## src/sv/md5_pkg.sv

```systemverilog
// Shared types, constants and step tables for the MD5 hash engine.
package md5_pkg;

    // Input item operations
    localparam logic OP_APPEND = 1'b0;
    localparam logic OP_FINISH = 1'b1;

    // Initial chaining words
    localparam logic [31:0] INIT_A = 32'h67452301;
    localparam logic [31:0] INIT_B = 32'hefcdab89;
    localparam logic [31:0] INIT_C = 32'h98badcfe;
    localparam logic [31:0] INIT_D = 32'h10325476;

    // Padding constants
    localparam logic [7:0] PAD_MARKER = 8'h80;
    localparam logic [6:0] LEN_START  = 7'd56;
    localparam logic [6:0] BLOCK_FULL = 7'd64;
    localparam logic [6:0] BLOCK_NONE = 7'd0;

    // Step pipeline: read, pad/add constant, round; last round runs at this count
    localparam logic [6:0] FIRST_ROUND_CNT = 7'd2;
    localparam logic [6:0] LAST_ROUND_CNT  = 7'd65;

    // Round groups of the compression
    localparam logic [1:0] RND_F = 2'd0;
    localparam logic [1:0] RND_G = 2'd1;
    localparam logic [1:0] RND_H = 2'd2;
    localparam logic [1:0] RND_I = 2'd3;

    typedef struct packed {
        logic       operation;
        logic [7:0] data_byte;
    } in_item_t;

    typedef struct packed {
        logic [63:0] digest_first_half;
        logic [63:0] digest_second_half;
    } out_item_t;

    typedef struct packed {
        logic [31:0] a;
        logic [31:0] b;
        logic [31:0] c;
        logic [31:0] d;
    } work_t;

    // Additive constant of each step
    function automatic logic [31:0] md5_sine(input logic [5:0] step);
        logic [31:0] k;
        unique case (step)
            6'd0:  k = 32'hd76aa478;  6'd1:  k = 32'he8c7b756;
            6'd2:  k = 32'h242070db;  6'd3:  k = 32'hc1bdceee;
            6'd4:  k = 32'hf57c0faf;  6'd5:  k = 32'h4787c62a;
            6'd6:  k = 32'ha8304613;  6'd7:  k = 32'hfd469501;
            6'd8:  k = 32'h698098d8;  6'd9:  k = 32'h8b44f7af;
            6'd10: k = 32'hffff5bb1;  6'd11: k = 32'h895cd7be;
            6'd12: k = 32'h6b901122;  6'd13: k = 32'hfd987193;
            6'd14: k = 32'ha679438e;  6'd15: k = 32'h49b40821;
            6'd16: k = 32'hf61e2562;  6'd17: k = 32'hc040b340;
            6'd18: k = 32'h265e5a51;  6'd19: k = 32'he9b6c7aa;
            6'd20: k = 32'hd62f105d;  6'd21: k = 32'h02441453;
            6'd22: k = 32'hd8a1e681;  6'd23: k = 32'he7d3fbc8;
            6'd24: k = 32'h21e1cde6;  6'd25: k = 32'hc33707d6;
            6'd26: k = 32'hf4d50d87;  6'd27: k = 32'h455a14ed;
            6'd28: k = 32'ha9e3e905;  6'd29: k = 32'hfcefa3f8;
            6'd30: k = 32'h676f02d9;  6'd31: k = 32'h8d2a4c8a;
            6'd32: k = 32'hfffa3942;  6'd33: k = 32'h8771f681;
            6'd34: k = 32'h6d9d6122;  6'd35: k = 32'hfde5380c;
            6'd36: k = 32'ha4beea44;  6'd37: k = 32'h4bdecfa9;
            6'd38: k = 32'hf6bb4b60;  6'd39: k = 32'hbebfbc70;
            6'd40: k = 32'h289b7ec6;  6'd41: k = 32'heaa127fa;
            6'd42: k = 32'hd4ef3085;  6'd43: k = 32'h04881d05;
            6'd44: k = 32'hd9d4d039;  6'd45: k = 32'he6db99e5;
            6'd46: k = 32'h1fa27cf8;  6'd47: k = 32'hc4ac5665;
            6'd48: k = 32'hf4292244;  6'd49: k = 32'h432aff97;
            6'd50: k = 32'hab9423a7;  6'd51: k = 32'hfc93a039;
            6'd52: k = 32'h655b59c3;  6'd53: k = 32'h8f0ccc92;
            6'd54: k = 32'hffeff47d;  6'd55: k = 32'h85845dd1;
            6'd56: k = 32'h6fa87e4f;  6'd57: k = 32'hfe2ce6e0;
            6'd58: k = 32'ha3014314;  6'd59: k = 32'h4e0811a1;
            6'd60: k = 32'hf7537e82;  6'd61: k = 32'hbd3af235;
            6'd62: k = 32'h2ad7d2bb;  6'd63: k = 32'heb86d391;
            default: k = 32'h0;
        endcase
        return k;
    endfunction

    // Left-rotate amount of each step
    function automatic logic [4:0] md5_shift(input logic [5:0] step);
        logic [4:0] s;
        unique case ({step[5:4], step[1:0]})
            4'h0: s = 5'd7;   4'h1: s = 5'd12;  4'h2: s = 5'd17;  4'h3: s = 5'd22;
            4'h4: s = 5'd5;   4'h5: s = 5'd9;   4'h6: s = 5'd14;  4'h7: s = 5'd20;
            4'h8: s = 5'd4;   4'h9: s = 5'd11;  4'ha: s = 5'd16;  4'hb: s = 5'd23;
            4'hc: s = 5'd6;   4'hd: s = 5'd10;  4'he: s = 5'd15;  4'hf: s = 5'd21;
            default: s = 5'd0;
        endcase
        return s;
    endfunction

    // Message word used by each step
    function automatic logic [3:0] md5_word_index(input logic [5:0] step);
        logic [3:0] s;
        logic [3:0] w;
        s = step[3:0];
        unique case (step[5:4])
            RND_F:   w = s;
            RND_G:   w = s * 4'd5 + 4'd1;
            RND_H:   w = s * 4'd3 + 4'd5;
            RND_I:   w = s * 4'd7;
            default: w = s;
        endcase
        return w;
    endfunction

    // Reverse the bytes of a word
    function automatic logic [31:0] bswap32(input logic [31:0] v);
        return {v[7:0], v[15:8], v[23:16], v[31:24]};
    endfunction

endpackage

```

## src/sv/md5_hash_engine.sv

```systemverilog
// MD5 hash engine: byte stream in, 128-bit digest out, one shared step unit.
// An append that does not fill a block leaves the engine idle; one filling a block keeps it
//   busy through the step pipeline, the chain add and a return to idle.
// A finish runs one or two padded blocks, then loads the digest register
//   (held while a stalled digest waits) and returns to idle.
// Reset: asynchronous, active low; chaining words and byte count return to initial values.
module md5_hash_engine (
    input  logic                clk,
    input  logic                rst_n,
    input  logic                item_valid,
    output logic                item_stall,
    input  md5_pkg::in_item_t   item,
    output logic                digest_valid,
    input  logic                digest_stall,
    output md5_pkg::out_item_t  digest
);
    import md5_pkg::*;

    typedef enum logic [3:0] {
        ST_IDLE  = 4'b0001,
        ST_ROUND = 4'b0010,
        ST_ADD   = 4'b0100,
        ST_EMIT  = 4'b1000
    } state_t;

    state_t      state_reg, state_next;
    logic [6:0]  cnt_reg, cnt_next;
    logic [60:0] count_reg, count_next;
    work_t       chain_reg, chain_next;
    work_t       work_reg, work_next;
    logic [6:0]  limit_reg, limit_next;
    logic        marker_reg, marker_next;
    logic        len_en_reg, len_en_next;
    logic        second_reg, second_next;
    logic        finish_reg, finish_next;
    logic        out_valid_reg, out_valid_next;
    out_item_t   out_reg;

    // Block buffer and its read pipeline
    logic [3:0][7:0] buf_mem [16];
    logic [3:0][7:0] rd_word_reg;
    logic [3:0]      rd_addr;
    logic [3:0]      rd_addr_reg;
    logic [5:0]      rd_step_reg;
    logic [31:0]     km_reg;
    logic [5:0]      km_step_reg;
    logic [3:0][7:0] pad_word;
    logic [63:0]     len_bits;

    logic        accept;
    logic        buf_we;
    logic [5:0]  fill;
    logic        load_out;
    work_t       round_out;
    work_t       chain_sum;

    assign item_stall   = (state_reg != ST_IDLE);
    assign accept       = item_valid && !item_stall;
    assign fill         = count_reg[5:0];
    assign buf_we       = accept && (item.operation == OP_APPEND);
    assign len_bits     = {count_reg, 3'b000};
    assign digest_valid = out_valid_reg;
    assign digest       = out_reg;

    // Write message bytes into the buffer
    always_ff @(posedge clk)
    begin
        if (buf_we)
        begin
            buf_mem[fill[5:2]][fill[1:0]] <= item.data_byte;
        end
    end

    // Fetch the word of a later step; it reaches the round through the read and pad/add-constant registers
    assign rd_addr = md5_word_index(cnt_reg[5:0]);

    always_ff @(posedge clk)
    begin
        rd_word_reg <= buf_mem[rd_addr];
        rd_addr_reg <= rd_addr;
        rd_step_reg <= cnt_reg[5:0];
        km_reg      <= pad_word + md5_sine(rd_step_reg);
        km_step_reg <= rd_step_reg;
    end

    // Apply padding: data below the limit, marker at it, length in the last eight bytes
    always_comb
    begin
        for (int l = 0; l < 4; l++)
        begin
            logic [6:0] pos;
            logic [2:0] len_idx;
            pos     = {1'b0, rd_addr_reg, 2'(l)};
            len_idx = {rd_addr_reg[0], 2'(l)};
            if (pos < limit_reg)
                pad_word[l] = rd_word_reg[l];
            else if (marker_reg && (pos == limit_reg))
                pad_word[l] = PAD_MARKER;
            else if (len_en_reg && (pos >= LEN_START))
                pad_word[l] = len_bits[8*len_idx +: 8];
            else
                pad_word[l] = 8'h00;
        end
    end

    md5_round u_round (
        .cur  (work_reg),
        .km   (km_reg),
        .step (km_step_reg),
        .nxt  (round_out)
    );

    // Fold the block result into the chaining words
    always_comb
    begin
        chain_sum.a = chain_reg.a + work_reg.a;
        chain_sum.b = chain_reg.b + work_reg.b;
        chain_sum.c = chain_reg.c + work_reg.c;
        chain_sum.d = chain_reg.d + work_reg.d;
    end

    // Sequence blocks, padding and digest output
    always_comb
    begin
        state_next     = state_reg;
        cnt_next       = cnt_reg;
        count_next     = count_reg;
        chain_next     = chain_reg;
        work_next      = work_reg;
        limit_next     = limit_reg;
        marker_next    = marker_reg;
        len_en_next    = len_en_reg;
        second_next    = second_reg;
        finish_next    = finish_reg;
        load_out       = 1'b0;
        out_valid_next = out_valid_reg && digest_stall;

        unique case (state_reg)
            ST_IDLE:
            begin
                if (accept)
                begin
                    if (item.operation == OP_APPEND)
                    begin
                        count_next = count_reg + 61'd1;
                        if (fill == 6'd63)
                        begin
                            limit_next  = BLOCK_FULL;
                            marker_next = 1'b0;
                            len_en_next = 1'b0;
                            work_next   = chain_reg;
                            cnt_next    = 7'd0;
                            state_next  = ST_ROUND;
                        end
                    end
                    else
                    begin
                        limit_next  = {1'b0, fill};
                        marker_next = 1'b1;
                        len_en_next = ({1'b0, fill} < LEN_START);
                        second_next = ({1'b0, fill} >= LEN_START);
                        finish_next = 1'b1;
                        work_next   = chain_reg;
                        cnt_next    = 7'd0;
                        state_next  = ST_ROUND;
                    end
                end
            end

            ST_ROUND:
            begin
                cnt_next = cnt_reg + 7'd1;
                if (cnt_reg >= FIRST_ROUND_CNT)
                begin
                    work_next = round_out;
                end
                if (cnt_reg == LAST_ROUND_CNT)
                begin
                    state_next = ST_ADD;
                end
            end

            ST_ADD:
            begin
                chain_next = chain_sum;
                if (second_reg)
                begin
                    limit_next  = BLOCK_NONE;
                    marker_next = 1'b0;
                    len_en_next = 1'b1;
                    second_next = 1'b0;
                    work_next   = chain_sum;
                    cnt_next    = 7'd0;
                    state_next  = ST_ROUND;
                end
                else if (finish_reg)
                begin
                    state_next = ST_EMIT;
                end
                else
                begin
                    state_next = ST_IDLE;
                end
            end

            ST_EMIT:
            begin
                if (!out_valid_reg || !digest_stall)
                begin
                    load_out       = 1'b1;
                    out_valid_next = 1'b1;
                    chain_next     = '{a: INIT_A, b: INIT_B, c: INIT_C, d: INIT_D};
                    count_next     = '0;
                    finish_next    = 1'b0;
                    state_next     = ST_IDLE;
                end
            end

            default:
            begin
                state_next = ST_IDLE;
            end
        endcase
    end

    // Hold control state and chaining words
    always_ff @(posedge clk or negedge rst_n)
    begin
        if (!rst_n)
        begin
            state_reg     <= ST_IDLE;
            cnt_reg       <= '0;
            count_reg     <= '0;
            chain_reg     <= '{a: INIT_A, b: INIT_B, c: INIT_C, d: INIT_D};
            limit_reg     <= '0;
            marker_reg    <= 1'b0;
            len_en_reg    <= 1'b0;
            second_reg    <= 1'b0;
            finish_reg    <= 1'b0;
            out_valid_reg <= 1'b0;
        end
        else
        begin
            state_reg     <= state_next;
            cnt_reg       <= cnt_next;
            count_reg     <= count_next;
            chain_reg     <= chain_next;
            limit_reg     <= limit_next;
            marker_reg    <= marker_next;
            len_en_reg    <= len_en_next;
            second_reg    <= second_next;
            finish_reg    <= finish_next;
            out_valid_reg <= out_valid_next;
        end
    end

    // Advance working words and load the digest transaction
    always_ff @(posedge clk)
    begin
        work_reg <= work_next;
        if (load_out)
        begin
            out_reg.digest_first_half  <= {bswap32(chain_reg.a), bswap32(chain_reg.b)};
            out_reg.digest_second_half <= {bswap32(chain_reg.c), bswap32(chain_reg.d)};
        end
    end

endmodule

```

## src/sv/md5_round.sv

```systemverilog
// One MD5 compression step: mixing function, rotate and word rotation.
module md5_round (
    input  md5_pkg::work_t      cur,
    input  logic [31:0]         km,
    input  logic [5:0]          step,
    output md5_pkg::work_t      nxt
);
    import md5_pkg::*;

    logic [31:0] mix;
    logic [31:0] sum;
    logic [63:0] rot_wide;
    logic [4:0]  amt;

    // Select the mixing function of the round group
    always_comb
    begin
        unique case (step[5:4])
            RND_F:   mix = (cur.b & cur.c) | (~cur.b & cur.d);
            RND_G:   mix = (cur.b & cur.d) | (cur.c & ~cur.d);
            RND_H:   mix = cur.b ^ cur.c ^ cur.d;
            RND_I:   mix = cur.c ^ (cur.b | ~cur.d);
            default: mix = cur.b ^ cur.c ^ cur.d;
        endcase
    end

    // Add, rotate and shift the words along
    always_comb
    begin
        amt      = md5_shift(step);
        sum      = cur.a + mix + km;
        rot_wide = {sum, sum} << amt;
        nxt.a    = cur.d;
        nxt.b    = cur.b + rot_wide[63:32];
        nxt.c    = cur.b;
        nxt.d    = cur.c;
    end

endmodule

```

## config.mk

```make
export PLATFORM = sky130hd
export DESIGN_NAME = md5_hash_engine
export DESIGN_NICKNAME = d
export VERILOG_FILES = /design/src/sv/md5_pkg.sv /design/src/sv/md5_hash_engine.sv /design/src/sv/md5_round.sv
export SDC_FILE = /design/constraint.sdc
export NUM_CORES = 2
export LEC_CHECK = 0
export ABC_AREA = 1
export BUFFER_PORTS_ARGS = -buffer_cell sky130_fd_sc_hd__buf_2
export CAP_MARGIN = 10
export CORE_MARGIN = 2
export CORE_UTILIZATION = 45
export CTS_CLUSTER_DIAMETER = 120
export CTS_CLUSTER_SIZE = 12
export DETAILED_ROUTE_END_ITERATION = 6
export GPL_TIMING_DRIVEN = 0
export HOLD_SLACK_MARGIN = 0.02
export SLEW_MARGIN = 20
export SYNTH_ARGS = -nofsm -noshare
export SYNTH_HDL_FRONTEND = slang
export SYNTH_SLANG_ARGS = --single-unit
```

## constraint.sdc

```tcl
create_clock -name clk -period 12.15 [get_ports clk]
set_input_delay 0.6075 -clock clk [delete_from_list [all_inputs] [get_ports clk]]
set_output_delay 0.6075 -clock clk [all_outputs]
set_load 0.02 [all_outputs]
```

# Word-level counts from Yosys, hierarchy flattened
# Memories as Yosys holds them, arrays and structs flattened. A register that Yosys moved wholly into a read port is not among the register bits.
# Cells that the tools add are included.
totals:
  output_inout_bits: 130
  word_cells: 194
  rom_bits: 2128
  n_memories: 3
  register_bits: 516
  inputBits: 13
  mem_bits_rw: 512
mem_list:
  columns: ["memory", "depth", "width", "read_ports", "rd_clocked_by_memory_dff", "wr", "line_no", "source"]
  rows:
  - ["(name not given)", 64, 32, 1, 1, 0, "md5_pkg.sv:50", "unique case (step)"]
  - ["buf_mem", 16, 32, 1, 1, 1, "md5_hash_engine.sv:40", "logic [3:0][7:0] buf_mem [16];"]
  - ["(name not given)", 16, 5, 1, 1, 0, "md5_pkg.sv:91", "unique case ({step[5:4], step[1:0]})"]
classes:
  n_mux: 67
  order_cmp: 13
  n_bitwise: 13
  n_mul: 3
  add_sub_neg: 12
  shift: 5
  n_reduce_logical: 30
  n_eq_ne: 25
op_table:
  columns: ["cell", "n"]
  rows:
  - ["$mux 128", 6]
  - ["$pmux 128 s3", 1]
  - ["$add 32x32->32", 8]
  - ["$pmux 128 s2", 1]
  - ["$shiftx 64x7->8", 4]
  - ["$mux 61", 3]
  - ["$and 32x32->32", 4]
  - ["$pmux 32 s4", 1]
  - ["$pmux 61 s2", 1]
  - ["$mux 8", 13]
  - ["$or 32x32->32", 3]
  - ["$xor 32x32->32", 3]
  - ["$not 32->32", 2]
  - ["$shl 64x5->64", 1]
  - ["$add 61x1->61 const B", 1]
  - ["$mux 7", 7]
  - ["$mux 32", 1]
  - ["$pmux 4 s4", 2]
  - ["$ge 6x6->1 const B", 5]
  - ["$eq 6x7->1", 4]
  - ["$lt 6x7->1", 4]
  - ["$mux 4", 7]
  - ["$pmux 7 s3", 1]
  - ["$reduce_and 4->1", 5]
  - ["other kinds (34)", 80]

# Depth between registers and ports, before layout
depth:
  word_depth: 10
  ltp_mapped: 45
  depth_no_buf: 44

# Cells and area by module
# From an unflattened synthesis, not the netlist that was laid out.
unflattened:
  cells_unflattened: 9047
  hier_area_um2: 68714.7
by_module_without_submodules:
  columns: ["mod", "n_inst", "cells_each", "area_per_inst_um2"]
  rows:
  - ["md5_hash_engine", 1, 7275, 58891.5]
  - ["md5_round", 1, 1772, 9823.2]

# Worst setup path after synthesis
# OpenSTA, ideal clock, no wires.
synth_path:
  path_kind: "reg-to-reg"
  start: "register cnt_reg[2]"
  end: "register work_reg[0] in the netlist's numbering, enable pin"
  arrival_ns: 7.751
  slack_ns: 3.741
  setup_ns: 0.658
  path_stages_with_launch: 6
  period_less_slack_ns: 8.409
  n_path_buf: 1
  path_cell_list: "dfrtp_1 -> inv_1 -> buf_1 -> ha_1 -> a31oi_1 -> a21oi_1"
synth_via:
  elab_chain_len: 3
synth_rtl:
  columns: ["element", "line_no", "source"]
  rows:
  - ["start: declaration", "md5_hash_engine.sv:27", "logic [6:0] cnt_reg, cnt_next;"]
  - ["start signal: assignment", "md5_hash_engine.sv:245", "cnt_reg <= cnt_next;"]
  - ["$ge 7x2->1", "md5_hash_engine.sv:173", "if (cnt_reg >= FIRST_ROUND_CNT)"]
  - ["$ne 2x2->1 (no source line)", null, null]
  - ["$reduce_and 5->1 (no source line)", null, null]
  - ["end signal: assignment", "md5_hash_engine.sv:260", "work_reg <= work_next;"]
  - ["end: declaration", "md5_hash_engine.sv:30", "work_t work_reg, work_next;"]
# Every way passes these cells.
# A chain may end at the register's enable or synchronous reset.

==> summary.txt <==
Timing
  • WHS: 0.237 ns
  • Clk_skew: 0.0793 ns
  • Worst-Margin Slew: 1.27 ns
  • Final worst slack: 3.57 ns
  • Max Freq: 117 MHz
  • Fin. max-slew vios: 0
  • Fin Setup TNS: 0 ns
  • Fin. Hold Viols: 0
  • Final setup fails: 0
  • Fin crit share: 0.706
  • Final worst path period need: 8.58 ns
  • Slew margin rel.: 0.154
  • RSZ-0062 raised after global routing: no

Worst hold path
  • Endpoint, Worst Hold: second_reg
  • Worst Hold Depth: 3
  • Min-delay src: item[8]
  • Min-delay worst type: primary input to flip-flop

Synth
  • Async S/R FF share, synth: 0.194
  • Yosys reg bits: 1091
  • Syn Inst Count: 7036
  • Cell area after synthesis: 61800 sq um
  • Post-synthesis cell type count: 64
  • Most used DFF post-synth: edfxtp_1
  • Register area share after synthesis: 0.496
  • Avg Inst Size Synth: 8.78 sq um
  • Syn Nets: 7355
  • Synth warn: 0
  • EDFF count, synth: 768

Layout
  • Most common cell after layout, fill and taps aside: nand2_1
  • Net count, final: 7617
  • Layout cells sized above 1: 0.0629
  • Commonest non-fill, non-tap cells in the layout: nand2_1 (1314), edfxtp_1 (768), o21ai_0 (753)
  • Fill cells: 13000
  • Number of flip-flops in the largest register: 512
  • Synth-to-layout area growth: 10.5%
  • Final non-filler cell area: 68300 sq um

Placed design
  • Placement Setup Slack: 3.83 ns
  • Cell Area, Placed: 65200 sq um
  • I/O Buffers: 142
  • HPWL after DPL: 193 mm
  • Routability congestion estimate: 1.02

Drt
  • Drt pass-1 iters: 6
  • Remaining antenna violation count: 0
  • Via count: 55300
  • Routed wire per std cell: 27.5 um
  • Final Routed Wirelength: 252 mm
  • Vias per cell: 6.03
  • Detailed-route DRC error count: 0
  • Initial DRC count: 6885

CTS
  • Latest clock arrival within the worst-skew pair: 0.79 ns
  • Setup repair bufs after CTS: 0
  • CTS buffer count: 102
  • Clk buf depth: 3
  • Clock tree from TritonCTS: done
  • CTS clk-pin slew, worst paths: 0.07 ns
  • CTS sink count: 1091
  • CTS resizes: 0
  • CTS root buf: clkbuf_16
  • H-Tree Depth: 3

Critical path
  • Crit. End Element: flip-flop
  • Crit-path max FO: 10
  • Critical setup path kind: flip-flop to flip-flop
  • Crit Reg-Reg Endpoint: work_reg[95]
  • WP data arrival: 9.03 ns
  • Max incr delay on CP: 0.61 ns
  • Reg-to-reg startpoint: km_step_reg[4]
  • R2R Setup Slk: 3.57 ns
  • CP Data Required Time: 12.60 ns
  • R2R depth: 36
  • Most used cell, CP: nand3_1
  • Slowest stage cell, crit path: clkbuf_1
  • Startpoint types: flip-flop

Floorplanning
  • Starting density of the core: 0.455
  • Die footprint: 140000 sq um
  • Core Area: 136000 sq um
  • IO Count: 143
  • Rows: 135
  • Die X-Extent: 375 um
  • Die Ht: 375 um

Run
  • Max-Cap Viols: 0

Global route
  • Largest net degree at the start of global routing: 84
  • Grt ovf: 0
  • Vias in the first global route: 52500
  • Global-route wire length before repair: 361 mm
  • Initial antenna violation count: 9
  • GRT Util Overall: 0.351

Run status
  • Status: finished, final reports clean
-- worst max-delay path, delay by kind of cell, from the launching register on --
kind                       cells  cell delay, ns
and+or+nand+nor               21            3.37
buffers and inverters          6            1.41
adders and majority gates      3            1.32
AOI/OAI and AO/OA              5            1.26
xor gates and xnor gates       1            0.51
DFF                            1            0.43
-- cell families (layout without fill, tap and decap cells) --
kind of cell | count (synthesis) | in the layout | synth area share
flip-flops | 1091 | 1091 | 0.496
XOR/XNOR | 95 | 95 | 0.0135
multiplexers | 2 | 2 | 0.000324
buffers and inverters | 1005 | 1356 | 0.0615
adder cells (fa/ha/maj) | 306 | 306 | 0.0668
other | 0 | 2 | 0
AO/OA/AOI/OAI | 1800 | 1800 | 0.175
AND/OR/NAND/NOR | 2737 | 2737 | 0.187
-- timing repair --
action	CTS	global route
hold buffers	1	0
endpoints found under the hold margin	76	0
endpoints found under the setup margin	0	0
-- cell type report --
| cell class | count | area (sq um) | area share |
|---|---|---|---|
| multi-input cells | 4940 | 27300 | 0.400 |
| inverters | 738 | 2770 | 0.0406 |
| flip-flops and latches | 1091 | 30700 | 0.449 |
| diodes | 2 | 5.00 | 0.0000733 |
| well taps | 1781 | 2230 | 0.0326 |
| plain buffers | 267 | 1060 | 0.0155 |
| repair buffers | 158 | 1120 | 0.0164 |
| clock inverters | 10 | 246 | 0.00361 |
| clock buffers | 183 | 2870 | 0.0420 |
-- metrics by stage --
| stage | utilization | instances |
|---|---|---|
| after global placement | 0.477 | 8959 |
| final | 0.503 | 9170 |
| after floorplan | - | 7036 |
| after detailed placement | 0.480 | 8974 |
| after global routing | 0.503 | 9168 |
| after CTS | 0.503 | 9168 |
-- routing by layer --
metal  global-route usage  vias to the layer above  wire length (um)
li1                     -                    25300                 -
met1                0.437                    26600             98300
met2                0.581                     2722            117000
met3               0.0521                      622             18600
met4                0.205                        6             17700
met5                    0                        -                36
-- how the worst max path moves through the flow --
stage | start | to | slack (ns) | cells after the start
6_report | km_step_reg[4] | work_reg[95] | 3.57 | 36
5_1_grt | km_step_reg[4] | work_reg[95] | 2.93 | 36
4_1_cts | km_step_reg[4] | work_reg[89] | 3.83 | 41
3_5_place_dp | km_step_reg[4] | work_reg[86] | 3.83 | 35
3_3_place_gp | state_reg[3] | work_reg[19] | -2.74 | 9
2_1_floorplan | cnt_reg[2] | work_reg[0] | 3.74 | 5
-- cell usage after synthesis (all sizes together), types with 24 or more instances --
cell | number | area share
fa | 40 | 0.013
o211ai | 94 | 0.011
a31oi | 57 | 0.0058
nor2 | 701 | 0.044
edfxtp | 768 | 0.37
nand4 | 55 | 0.0063
o2111ai | 24 | 0.0034
o21a | 33 | 0.0040
nand3 | 468 | 0.038
a21boi | 37 | 0.0045
xnor2 | 33 | 0.0047
o22ai | 31 | 0.0031
or2 | 45 | 0.0046
xor2 | 62 | 0.0088
a21oi | 423 | 0.034
nand2 | 1322 | 0.081
dfstp | 65 | 0.028
o21ai | 771 | 0.062
buf | 58 | 0.0040
a21o | 25 | 0.0030
ha | 266 | 0.054
dfxtp | 111 | 0.036
a32oi | 28 | 0.0040
inv | 731 | 0.044
dfrtp | 147 | 0.060
clkbuf | 209 | 0.013
o221ai | 212 | 0.030
nor3 | 103 | 0.0090
Power is left out: the tool's default activity adds up to more than one toggle a clock period on the data nets, which glitch-free logic cannot reach.
